## config.mk

```make
export PLATFORM = sky130hd
export DESIGN_NAME = rtig_ctrl
export DESIGN_NICKNAME = d
export VERILOG_FILES = /design/src/rtl/core/rtig_pkg.sv /design/src/rtl/core/rtig_ctrl.sv
export SDC_FILE = /design/constraint.sdc
export NUM_CORES = 1
export LEC_CHECK = 0
export BUFFER_PORTS_ARGS = -buffer_cell sky130_fd_sc_hd__buf_2
export CORE_MARGIN = 2
export CORE_UTILIZATION = 46
export DETAILED_ROUTE_END_ITERATION = 10
export PLACE_DENSITY = 0.78
export SYNTH_ARGS = -nofsm -noshare
export SYNTH_HDL_FRONTEND = slang
export SYNTH_SLANG_ARGS = --single-unit
```

## constraint.sdc

```tcl
create_clock -name clk_i -period 2.4 [get_ports clk_i]
set_input_delay 0.12 -clock clk_i [delete_from_list [all_inputs] [get_ports clk_i]]
set_output_delay 0.12 -clock clk_i [all_outputs]
set_load 0.05 [all_outputs]
```

## src/rtl/core/rtig_pkg.sv

```systemverilog
`default_nettype none
package rtig_pkg;

  typedef enum logic [1:0] {
    KIND_WAIT = 2'd0,
    KIND_RUN  = 2'd1,
    KIND_SEND = 2'd2,
    KIND_NOP  = 2'd3
  } kind_e;

  typedef enum logic [3:0] {
    ST_IDLE,
    ST_DIV1,
    ST_DIV2,
    ST_MUL1,
    ST_MUL2,
    ST_COMMIT,
    ST_BAD,
    ST_ADDR1,
    ST_ADDR2,
    ST_EMIT0,
    ST_EMIT1,
    ST_EMIT2,
    ST_NOP
  } state_e;

  // Commands from the controller to the datapath.
  typedef struct packed {
    logic load_in;
    logic div_start;
    logic take_rsize;
    logic take_f;
    logic take_rc;
    logic take_lm;
    logic mul1;
    logic mul2;
    logic commit;
    logic addr1;
    logic addr2;
    logic step;
  } ctrl_t;

  // Status from the datapath to the controller.
  typedef struct packed {
    logic div_busy;
    logic bad;
    logic active;
    logic iters_zero;
  } stat_t;

endpackage
`default_nettype wire

```

## src/rtl/core/rtig_ctrl.sv

```systemverilog
`default_nettype none
module rtig_ctrl import rtig_pkg::*; (
  input  wire logic  clk_i,
  input  wire logic  rst_ni,
  input  wire logic  in_valid_i,
  input  wire logic  in_op_i,
  output logic       in_ready_o,
  input  wire logic  out_ready_i,
  output logic       out_valid_o,
  output logic [1:0] out_kind_o,
  output logic       out_run_o,
  output logic       out_bad_o,
  output logic       out_last_o,
  input  wire stat_t stat_i,
  output ctrl_t      ctrl_o
);
  state_e state_q, state_d;
  logic [1:0] pass_q, pass_d;
  logic acc, fire;

  assign acc = in_valid_i & in_ready_o;
  assign fire = out_valid_o & out_ready_i;

  // Next state.
  always_comb begin
    state_d = state_q;
    pass_d = pass_q;
    case (state_q)
      ST_IDLE: begin
        if (acc) begin
          if (!in_op_i) begin
            state_d = ST_DIV1;
            pass_d = 2'd0;
          end else if (stat_i.active) begin
            state_d = stat_i.iters_zero ? ST_NOP : ST_ADDR1;
          end
        end
      end
      ST_DIV1: state_d = stat_i.bad ? ST_BAD : ST_DIV2;
      ST_DIV2: begin
        if (!stat_i.div_busy) begin
          pass_d = pass_q + 2'd1;
          if (pass_q == 2'd3) state_d = ST_MUL1;
        end
      end
      ST_MUL1: state_d = ST_MUL2;
      ST_MUL2: state_d = ST_COMMIT;
      ST_COMMIT: state_d = ST_IDLE;
      ST_BAD: if (fire) state_d = ST_IDLE;
      ST_ADDR1: state_d = ST_ADDR2;
      ST_ADDR2: state_d = ST_EMIT0;
      ST_EMIT0: if (fire) state_d = ST_EMIT1;
      ST_EMIT1: if (fire) state_d = ST_EMIT2;
      ST_EMIT2: if (fire) state_d = ST_IDLE;
      ST_NOP: if (fire) state_d = ST_IDLE;
      default: state_d = ST_IDLE;
    endcase
  end

  // Outputs and commands.
  always_comb begin
    ctrl_o = '0;
    in_ready_o = (state_q == ST_IDLE);
    out_valid_o = 1'b0;
    out_kind_o = KIND_WAIT;
    out_run_o = 1'b0;
    out_bad_o = 1'b0;
    out_last_o = 1'b0;
    ctrl_o.load_in = acc & ~in_op_i;
    ctrl_o.step = 1'b0;
    case (state_q)
      ST_DIV1: ctrl_o.div_start = ~stat_i.bad;
      ST_DIV2: begin
        // Each pass hands its result over; the first three also start the next division.
        if (!stat_i.div_busy) begin
          case (pass_q)
            2'd0: ctrl_o.take_rsize = 1'b1;
            2'd1: ctrl_o.take_f = 1'b1;
            2'd2: ctrl_o.take_rc = 1'b1;
            default: ctrl_o.take_lm = 1'b1;
          endcase
        end
      end
      ST_MUL1: ctrl_o.mul1 = 1'b1;
      ST_MUL2: ctrl_o.mul2 = 1'b1;
      ST_COMMIT: ctrl_o.commit = 1'b1;
      ST_BAD: begin
        out_valid_o = 1'b1;
        out_bad_o = 1'b1;
        out_last_o = 1'b1;
      end
      ST_ADDR1: ctrl_o.addr1 = 1'b1;
      ST_ADDR2: ctrl_o.addr2 = 1'b1;
      ST_EMIT0: out_valid_o = 1'b1;
      ST_EMIT1: begin
        out_valid_o = 1'b1;
        out_kind_o = KIND_RUN;
        out_run_o = 1'b1;
      end
      ST_EMIT2: begin
        out_valid_o = 1'b1;
        out_kind_o = KIND_SEND;
        out_last_o = 1'b1;
        ctrl_o.step = fire;
      end
      ST_NOP: begin
        out_valid_o = 1'b1;
        out_kind_o = KIND_NOP;
        out_last_o = 1'b1;
        ctrl_o.step = fire;
      end
      default: ;
    endcase
  end

  always_ff @(posedge clk_i or negedge rst_ni) begin
    if (!rst_ni) begin
      state_q <= ST_IDLE;
      pass_q <= '0;
    end else begin
      state_q <= state_d;
      pass_q <= pass_d;
    end
  end

  // A beat is never offered while a new item is being taken.
  assert property (@(posedge clk_i) disable iff (!rst_ni) !(in_ready_o && out_valid_o))
    else $error("input and output active together");
  // A taken wait beat is followed by the run beat.
  assert property (@(posedge clk_i) disable iff (!rst_ni)
    (state_q == ST_EMIT0 && fire) |=> state_q == ST_EMIT1)
    else $error("group order broken");
  // An offered beat holds until taken.
  assert property (@(posedge clk_i) disable iff (!rst_ni)
    (out_valid_o && !out_ready_i) |=> out_valid_o && $stable(out_kind_o))
    else $error("beat dropped");
endmodule
`default_nettype wire

```

# [Yosys cells after proc, flatten, opt, wreduce, memory -nomap -nowiden]
# Cells that the tools add are included.
[classes] mux=33 add_sub_neg=1 reduce_logical=9 bitwise=5 eq_ne=23
[ops] operator="$mux 4" count=11
[ops] operator="$pmux 4 s10" count=1
[ops] operator="$eq 4x4->1 const B" count=5
[ops] operator="$eq 4x3->1 const B" count=4
[ops] operator="$mux 1" count=15
[ops] operator="$ne 2x2->1 const B" count=5
[ops] operator="$eq 4x2->1 const B" count=2
[ops] operator="$reduce_and 7->1" count=1
[ops] operator="$mux 2" count=3
[ops] operator="$pmux 2 s3" count=1
[ops] operator="$reduce_or 3->1" count=2
[ops] operator="$reduce_or 5->1" count=1
[ops] operator="$eq 2x2->1 const B" count=2
[ops] operator="$eq 4x1->1 const B" count=1
[ops] operator="$logic_not 4->1" count=1
[ops] operator="$ne 2x1->1 const B" count=2
[ops] operator="$pmux 2 s2" count=1
[ops] operator="$reduce_and 4->1" count=1
[ops] operator="$and 1x1->1" count=3
[ops] operator="$mux 3" count=1
[ops] operator="$ne 3x2->1 const B" count=1
[ops] operator="$add 2x1->2 const B" count=1
[ops] operator="$eq 2x1->1 const B" count=1
[ops] operator="$logic_not 2->1" count=1
[ops] operator="other kinds (3)" count=4
[word_totals] ff_bits=6 out_inout_bits=19 inputBits=9

# [Depth between registers and ports, before layout]
# Gate-level depths: netlist (run 1).
[depth] ltp_word=6 depth_mapped=5 ltp_nobuf=5

# [Worst setup path after synthesis (run 1)]
# OpenSTA, ideal clock, no wires.
[synth_path] path_type="reg-to-reg" start="register state_q[1]" end="register pass_q[0]" path_buffers=1 stages_incl_launch_ff=6 period_less_slack_ns=2.957 t_arrival_ns=2.829 t_required_ns=2.272 setup_slack_ns=-0.557 cell_sequence="dfrtp_1 buf_4 nor4_2 nor3b_2 nor2_1 mux2_1"
[synth_between] elab_chain_cells=4
[synth_rtl] item="from (decl)" line="rtig_ctrl.sv:17" source="state_e state_q, state_d;"
[synth_rtl] item="from (signal assigned)" line="rtig_ctrl.sv:121" source="state_q <= state_d;"
[synth_rtl] item="$logic_not 4->1 (*)" line="rtig_ctrl.sv:63" source="in_ready_o = (state_q == ST_IDLE);"
[synth_rtl] item="named net in_ready_o" line="rtig_ctrl.sv:7" source="output logic in_ready_o,"
[synth_rtl] item="$and 1x1->1" line="rtig_ctrl.sv:21" source="assign acc = in_valid_i & in_ready_o;"
[synth_rtl] item="$ne 2x1->1 (no line)"
[synth_rtl] item="$reduce_and 4->1 (no line)"
[synth_rtl] item="to (signal assigned)" line="rtig_ctrl.sv:122" source="pass_q <= pass_d;"
[synth_rtl] item="to (decl)" line="rtig_ctrl.sv:18" source="logic [1:0] pass_q, pass_d;"
# Mark *: on every way through the listed nets, which the timed path passes. The rest lies on a longest branch.
# A chain may end at the register's enable or synchronous reset.

# [Final worst setup path (run 1)]
[layout_path] start="register state_q[1]" end="register state_q[0]"
[layout_between] elab_chain_cells=6
[layout_rtl] item="$eq 4x4->1 / $eq 4x3->1 (equally long branches)" line="rtig_ctrl.sv:28, rtig_ctrl.sv:71"
[layout_rtl] item="$reduce_or 5->1 (no line)"
[layout_rtl] item="$mux 1" line="rtig_ctrl.sv:71" source="case (state_q)"
[layout_rtl] item="$and 1x1->1" line="rtig_ctrl.sv:22" source="assign fire = out_valid_o & out_ready_i;"
[layout_rtl] item="$ne 2x2->1 (no line) / $ne 2x1->1 (equally long branches)"
[layout_rtl] item="$reduce_and 7->1 (no line)"
# Several ways; a longest one is shown, not always the timed one.

==> results by group, run 1 <==
Run status
  – Status: complete, no violations

Drt
  – First DRT Iteration DRCs: 15
  – Final wirelength: approximately 1400 um
  – DRT Pass-1 Iters: 4
  – DRT antenna net count: 0
  – Wire per inst: about 12 um
  – Vias: 701
  – Average vias per placed instance: about 5.7
  – DR DRC count: 0

Power
  – Comb power frac: roughly two thirds
  – Net Sw Frac: 57.5%
  – Clock power frac: approximately 7.1%
  – Max IR drop VDD: 0.562 mV
  – Leak pwr: roughly 0.44 nW
  – Sequential share of power: between 20% and 30%
  – Int Power: 0.515 mW
  – Pwr Total: around 1.2 mW
  – PD cells: about 1400 nW/um^2
  – P_sw: 0.697 mW

STA
  – Highest Clock Rate: 0.510 GHz
  – Ratio of final minimum period to clock period: approximately 80%
  – Final setup skew: 0.852 ps
  – Relative slew slack: ~60%
  – Final hold vios: 0
  – Setup WS post-layout: between 400 and 500 ps
  – RSZ-0062 raised after global routing: no
  – Setup violators final: 0
  – Crit path time final: just under 2000 ps
  – Worst Max-Slew Pin Slew: roughly 600 ps
  – Setup TNS: 0 ps
  – Max-slew violations: 0
  – Hold slack: 218 ps

Placement
  – Placed instance count: 120
  – I/O Buffers: 27
  – Dpl ws: roughly 470 ps
  – Half-perimeter wire length after detailed placement: about 1200 um
  – GP Congestion: slightly above 0.9

Final layout
  – Most frequent cells in the layout: 27 x buf_2, 10 x nor2_1, 6 x inv_1, 6 x dfrtp_1
  – Most common cell after layout, fill and taps aside: buf_2
  – # diodes: 0
  – Final instance count without filler cells: ~120
  – P&R area growth vs syn: 27.6%
  – Nets: about 120
  – Layout cells sized above 1: around a third

Worst setup path
  – Max incr delay on CP: ~550 ps
  – Critical path's slowest cell: dfrtp_1
  – Cell Chain, Critical Path: or2_1 -> a32oi_1 -> and3_4 -> mux2_4
  – Worst-path maximum fanout: 12
  – WP buf/inv: 0
  – Family with the most delay on the worst path: simple AND/OR/NAND/NOR gates
  – Setup Crit Path Kind: flop to flop
  – Worst setup EP type: flop
  – Critical Path RT: between 2000 and 3000 ps
  – Startpoint type of the worst setup path: flop
  – Worst EP arrival: a little over 2000 ps

Die
  – Die Width: ~42 um
  – Std-Cell Rows: 13
  – Die Y: between 40 and 50 um
  – Num ports: 28
  – Effective utilization at floorplan: ~50%
  – Core area: between 1000 and 1500 um^2
  – Die ar.: 1750 um^2

Clocking
  – Root Buffer: clkbuf_4
  – Hold-fix buffers, CTS: 1
  – CTS buffer count: 3
  – Clock network latency to the later pin of the worst-skew pair: ~230 ps
  – PostCTS Resize Cnt: 0
  – Setup Fix Bufs, Post-CTS: 0
  – Clock Path Buffers: 2
  – CTS tree: built
  – Reg clk slew, reported paths: 40 ps
  – Clock Sinks: 6
  – H-Tree Depth: 1

Yosys
  – Synth cell types: 35
  – Post-synthesis register bit count: 6
  – Syn Nets: 96
  – Top cells by area, synth: dfrtp_1 23%, ha_1 7.6%, nor2_1 5.7%
  – Mapped cell area: around 660 um^2
  – Mean Syn Cell Area: slightly below 8 um^2
  – Post-synthesis sequential area ratio: 22.9%
  – Synth Warn #: 0
  – Synth top area share: 22.9%
  – Largest area contributor in the netlist: dfrtp_1
  – Syn Inst Count: 83

Global routing
  – Largest net degree at the start of global routing: 20
  – M1 GR Usage: between 20% and 30%
  – Antenna violations before repair: 0
  – GRT overflow: 0
  – M2 GR Usage: roughly 28%
  – First-pass GRT wire length: roughly 2400 um
  – Met3 Resource Use GR: 2.17%
  – Total Routing Usage GR: 17.3%
  – Most used routing layer: met2
  – Vias in the first global route: 597

Hold path
  – Worst min-delay path category: primary input to flop

Run
  – Max Cap Viol: 0
==> kinds of logic after synthesis <==
logic type	synth area share, %
simple gates	41.0
compound gates	14.3
buf+inv	7.62
flops	22.9
fa+ha+maj	7.62
xor+xnor	2.67
mux	4.00
==> flip-flops by register name (all words and copies together), names as in the netlist <==
signal,count
pass_q,2
state_q,4
==> path summary, 6_finish.rpt <==
path                                              from                endpoint  slack [ps]  cells after the start
worst max register to register  state_q[1]$_DFFE_PN0P_  state_q[0]$_DFFE_PN0P_         440                      4
min in group asynchronous                       rst_ni   pass_q[1]$_DFFE_PN0P_         260                      2
worst min register to register   pass_q[1]$_DFFE_PN0P_   pass_q[1]$_DFFE_PN0P_         580                      1
worst min-delay path                       out_ready_i  state_q[2]$_DFFE_PN0P_         220                      4
max in group asynchronous                       rst_ni  state_q[2]$_DFFE_PN0P_        2010                      2
worst max-delay path            state_q[1]$_DFFE_PN0P_  state_q[0]$_DFFE_PN0P_         440                      4
==> cell type report <==
cell class	instances	area [um^2]
clock buffers	3	22.5
fillers	140	479
inverters	6	22.5
multi-input cells	65	472
flip-flops and latches	6	150
well taps	15	18.8
repair buffers	29	153
==> cells in the mapped netlist <==
cell       instances
a21boi_1           1
a221o_1            1
a22o_1             1
a32oi_1            1
and2_1             5
and3_1             1
and3_4             1
buf_1              1
buf_2              1
buf_4              1
clkbuf_1           3
dfrtp_1            6
ha_1               4
inv_1              6
mux2_1             1
mux2_4             1
nand2_1            5
nand2b_1           2
nand2b_4           1
nand3b_1           1
nor2_1            10
nor2b_1            3
nor3_1             4
nor3b_1            4
nor3b_2            1
nor4_1             3
nor4_2             1
o2111ai_1          3
o21a_1             1
o21ai_0            4
o21ai_1            1
or2_1              1
or4_4              1
xnor2_1            1
xor2_1             1
==> through the flow <==
stage / util, % / instance area [um^2]
finish: 63.6 / 838
global route: 63.6 / 838
CTS: 63.6 / 838
detailed placement: 61.2 / 806
global placement: 61.2 / 806
floorplan: - / 672
==> power by group through the flow <==
stage          registers [mW]  logic, mW  clock network [mW]
3_3_place_gp            0.300      0.800                   0
4_1_cts                 0.301      0.824              0.0891
6_report                0.303      0.824              0.0858
2_1_floorplan           0.188      0.783                   0
5_1_grt                 0.320      0.887              0.0933
3_5_place_dp            0.302      0.820                   0
==> worst register-to-register path, cell delays in order, from the launching register on <==
cell and delay, ps:
dfrtp_1 550, or2_1 360, a32oi_1 360, and3_4 270
mux2_4 300
==> layer usage <==
metal	share of wire (%)	routed length [um]
met1	45	643
met3	6.9	99
met4	0	0
met5	0	0
met2	48	699
(Power assumes the default switching activity.)
==> inputs of run 2 (changes only) <==
--- a/config.mk
+++ b/config.mk
@@ -7,9 +7,9 @@
 export LEC_CHECK = 0
 export BUFFER_PORTS_ARGS = -buffer_cell sky130_fd_sc_hd__buf_2
 export CORE_MARGIN = 2
-export CORE_UTILIZATION = 46
+export CORE_UTILIZATION = 41
 export DETAILED_ROUTE_END_ITERATION = 10
-export PLACE_DENSITY = 0.78
+export PLACE_DENSITY = 0.73
 export SYNTH_ARGS = -nofsm -noshare
 export SYNTH_HDL_FRONTEND = slang
 export SYNTH_SLANG_ARGS = --single-unit
==> constraint.sdc (replaced) <==
create_clock -name clk_i -period 1.6 [get_ports clk_i]
set_input_delay 0.08 -clock clk_i [delete_from_list [all_inputs] [get_ports clk_i]]
set_output_delay 0.08 -clock clk_i [all_outputs]
set_load 0.05 [all_outputs]
==> run 2 against run 1 <==
Setup slack got worse by 590 ps. Hold slack got worse by 77 ps. The flow now finishes with violations (negative setup slack). Register-to-register slack got worse by 590 ps. Largest cell class unchanged. Die area rose by 11%. Critical endpoint unchanged. Final area rose by 54%. Flip-flop and latch count did not move. Global-route usage rose by 11 points. First-iteration DRC count rose by 47%. Core utilization rose by 22 points. Via count rose by 22%. Non-clock buffer count rose by 23.
==> results by group, run 2 (synthesis gave the netlist of run 1 again) <==
Clocking
  – Reg clk slew, reported paths: 50 ps (about the same)
  – H-Tree Depth: 1 (unchanged)
  – Clock network latency to the later pin of the worst-skew pair: 270 ps (+40 ps)
  – Clock Path Buffers: 2 (unchanged)
  – Root Buffer: clkbuf_4
  – CTS buffer count: 3 (unchanged)
  – Clock Sinks: 6 (unchanged)
  – CTS tree: built

STA
  – Ratio of final minimum period to clock period: 109% (+27 points)
  – Worst Max-Slew Pin Slew: 342 ps (-261 ps)
  – Crit path time final: 1750 ps (-214 ps)
  – RSZ-0062 raised after global routing: yes
  – Final setup skew: 10.4 ps (+9.57 ps)
  – Final hold vios: 0 (unchanged)
  – Setup WS post-layout: -146 ps (-586 ps)
  – Setup TNS: -1140 ps (-1140 ps)
  – Setup violators final: 19 (+19)
  – Max-slew violations: 0 (unchanged)
  – Hold slack: 141 ps (-77.3 ps)
  – Highest Clock Rate: 0.573 GHz (+12%)
  – Relative slew slack: 77.2% (+17 points)

Worst setup path
  – Reg2reg end: state_q[0]$_DFFE_PN0P_
  – Setup slack on the worst flop-to-flop path: -150 ps (-590 ps)
  – R2R cell count: 4 (unchanged)
  – Worst setup EP type: flop
  – Worst-path maximum fanout: 5 (-7)
  – Reg2reg start: state_q[1]$_DFFE_PN0P_
  – Critical Path RT: 1740 ps (-770 ps)
  – Worst EP arrival: 1890 ps (-180 ps)
  – Startpoint type of the worst setup path: flop
  – Setup Crit Path Kind: flop to flop
  – Worst setup startpoint: state_q[1]$_DFFE_PN0P_

Final layout
  – Register area: 153 um^2 (+1.7%)
  – Nets: 147 (+19%)
  – Utilization after layout: 85.6% (+22 points)
  – Filler cells: 80 (-43%)
  – Post-route cell area: 1290 um^2 (+54%)
  – # diodes: 0 (unchanged)
  – Top Registers: state_q x4, pass_q x2
  – Most frequent cells in the layout: 26 x buf_4, 15 x buf_6, 9 x buf_2
  – Layout cells sized above 1: 65.9% (+32 points)
  – Largest register FFs: 4 (unchanged)
  – Top reg by flops: state_q
  – P&R area growth vs syn: 96.4%
  – Area of the multi-input gates: 638 um^2 (+35%)
  – Most common cell after layout, fill and taps aside: buf_4

Die
  – Die Y: 44.0 um (+5.3%)
  – Std-Cell Rows: 14 (+1)
  – Core area: 1510 um^2 (+14%)
  – Num ports: 28 (unchanged)
  – Effective utilization at floorplan: 43.6% (-6.3 points)
  – Die ar.: 1940 um^2 (+11%)
  – Die Width: 44.0 um (+5.3%)

Run status
  – Failing checks: negative setup slack
  – Status: finished with violations

Placement
  – Dpl ws: -151 ps (-616 ps)
  – Half-perimeter wire length after detailed placement: 1670 um (+45%)
  – Area after DPL: 1030 um^2 (+27%)
  – GP Congestion: 0.841 (-8.2%)
  – I/O Buffers: 27 (unchanged)

Power
  – PD cells: 2230 nW/um^2 (+54%)
  – Leak pwr: 0.598 nW (+37%)
  – Max IR drop VDD: 1.43 mV (+150%)

Global routing
  – GRT overflow: 0 (unchanged)
  – Total Routing Usage GR: 28.8% (+11 points)
  – Vias in the first global route: 865 (+45%)
  – First-pass GRT wire length: 3960 um (+62%)
  – Largest net degree at the start of global routing: 13 (-35%)
  – Antenna violations before repair: 0 (unchanged)

Hold path
  – Worst hold stages: 4 (unchanged)
  – Worst Hold End: state_q[2]$_DFFE_PN0P_
  – Worst min-delay path category: primary input to flop
  – Hold_sp: out_ready_i

Drt
  – DRT antenna net count: 0 (unchanged)
  – Average vias per placed instance: 5.78 (+2.3%)
  – Vias: 856 (+22%)
  – Wire per inst: 17.8 um (+53%)
  – DRT Pass-1 Iters: 4 (unchanged)
  – DR DRC count: 0 (unchanged)
  – Final wirelength: 2630 um (+82%)
  – First DRT Iteration DRCs: 22 (+7)

Run
  – Max Cap Viol: 0 (unchanged)
[run 2: cell count changes in the layout (fill, tap and decap cells not counted), moves of 3 or more]
cell / previous run / this run
and2_1: 5 / 1
nor2_4: 0 / 4
buf_4: 1 / 26
buf_2: 27 / 9
nor2_1: 10 / 6
and2_2: 0 / 3
buf_6: 0 / 15
o21ai_0: 4 / 0
[run 2: where the power goes]
| part | internal, mW | leakage, nW | total (mW) | switching [mW] |
|---|---|---|---|---|
| registers | 0.230 | 0.0722 | 0.340 | 0.110 |
| logic | 1.06 | 0.512 | 2.38 | 1.32 |
| clock network | 0.0858 | 0.0138 | 0.156 | 0.0698 |
[run 2: metal layers]
| layer | track usage [%] | up-vias | routed length, um |
|---|---|---|---|
| met3 | 3.27 | 8 | 125 |
| met4 | 16.4 | 0 | 70 |
| met5 | 0 | - | 0 |
| met1 | 31.5 | 423 | 976 |
| met2 | 53.2 | 37 | 1460 |
| li1 | - | 388 | - |
[run 2: cell type report]
| cell class | count | area share [%] |
|---|---|---|
| Timing Repair Buffer | 52 | 33.7 |
| Clock buffer | 3 | 1.75 |
| Tap cell | 16 | 1.55 |
| Multi-Input combinational cell | 65 | 49.5 |
| Sequential cell | 6 | 11.8 |
| Inverter | 6 | 1.75 |
[run 2: worst max-delay path, stage by stage (launching register included)]
cell and delay, ps:
dfrtp_2 470, or2_1 280, a32oi_2 330, and3_4 250, mux2_4 300
[run 2: through the flow]
step	total power, mW	instances
after floorplan	1.65	83
after global placement	2.15	139
after detailed placement	2.23	139
after CTS	2.66	147
after global routing	3.02	148
final	2.88	148
[run 2: how the worst max path moves through the flow]
stage	endpoint	slack [ps]	cells after the start
after detailed placement	state_q[3]$_DFFE_PN0P_	-150	5
final	state_q[0]$_DFFE_PN0P_	-150	4
after CTS	state_q[0]$_DFFE_PN0P_	-130	5
after floorplan	pass_q[0]$_DFFE_PN0P_	-770	5
after global placement	state_q[3]$_DFFE_PN0P_	-120	5
after global routing	state_q[0]$_DFFE_PN0P_	-170	4
[run 2: repair_timing]
item / CTS / global route
resized for setup: 42 / 17
hold endpoints to repair: 6 / 0
buffers inserted: 4 / 1
endpoints found under the setup margin: 22 / 23
hold buffers: 1 / 0
pin swaps: 2 / 4
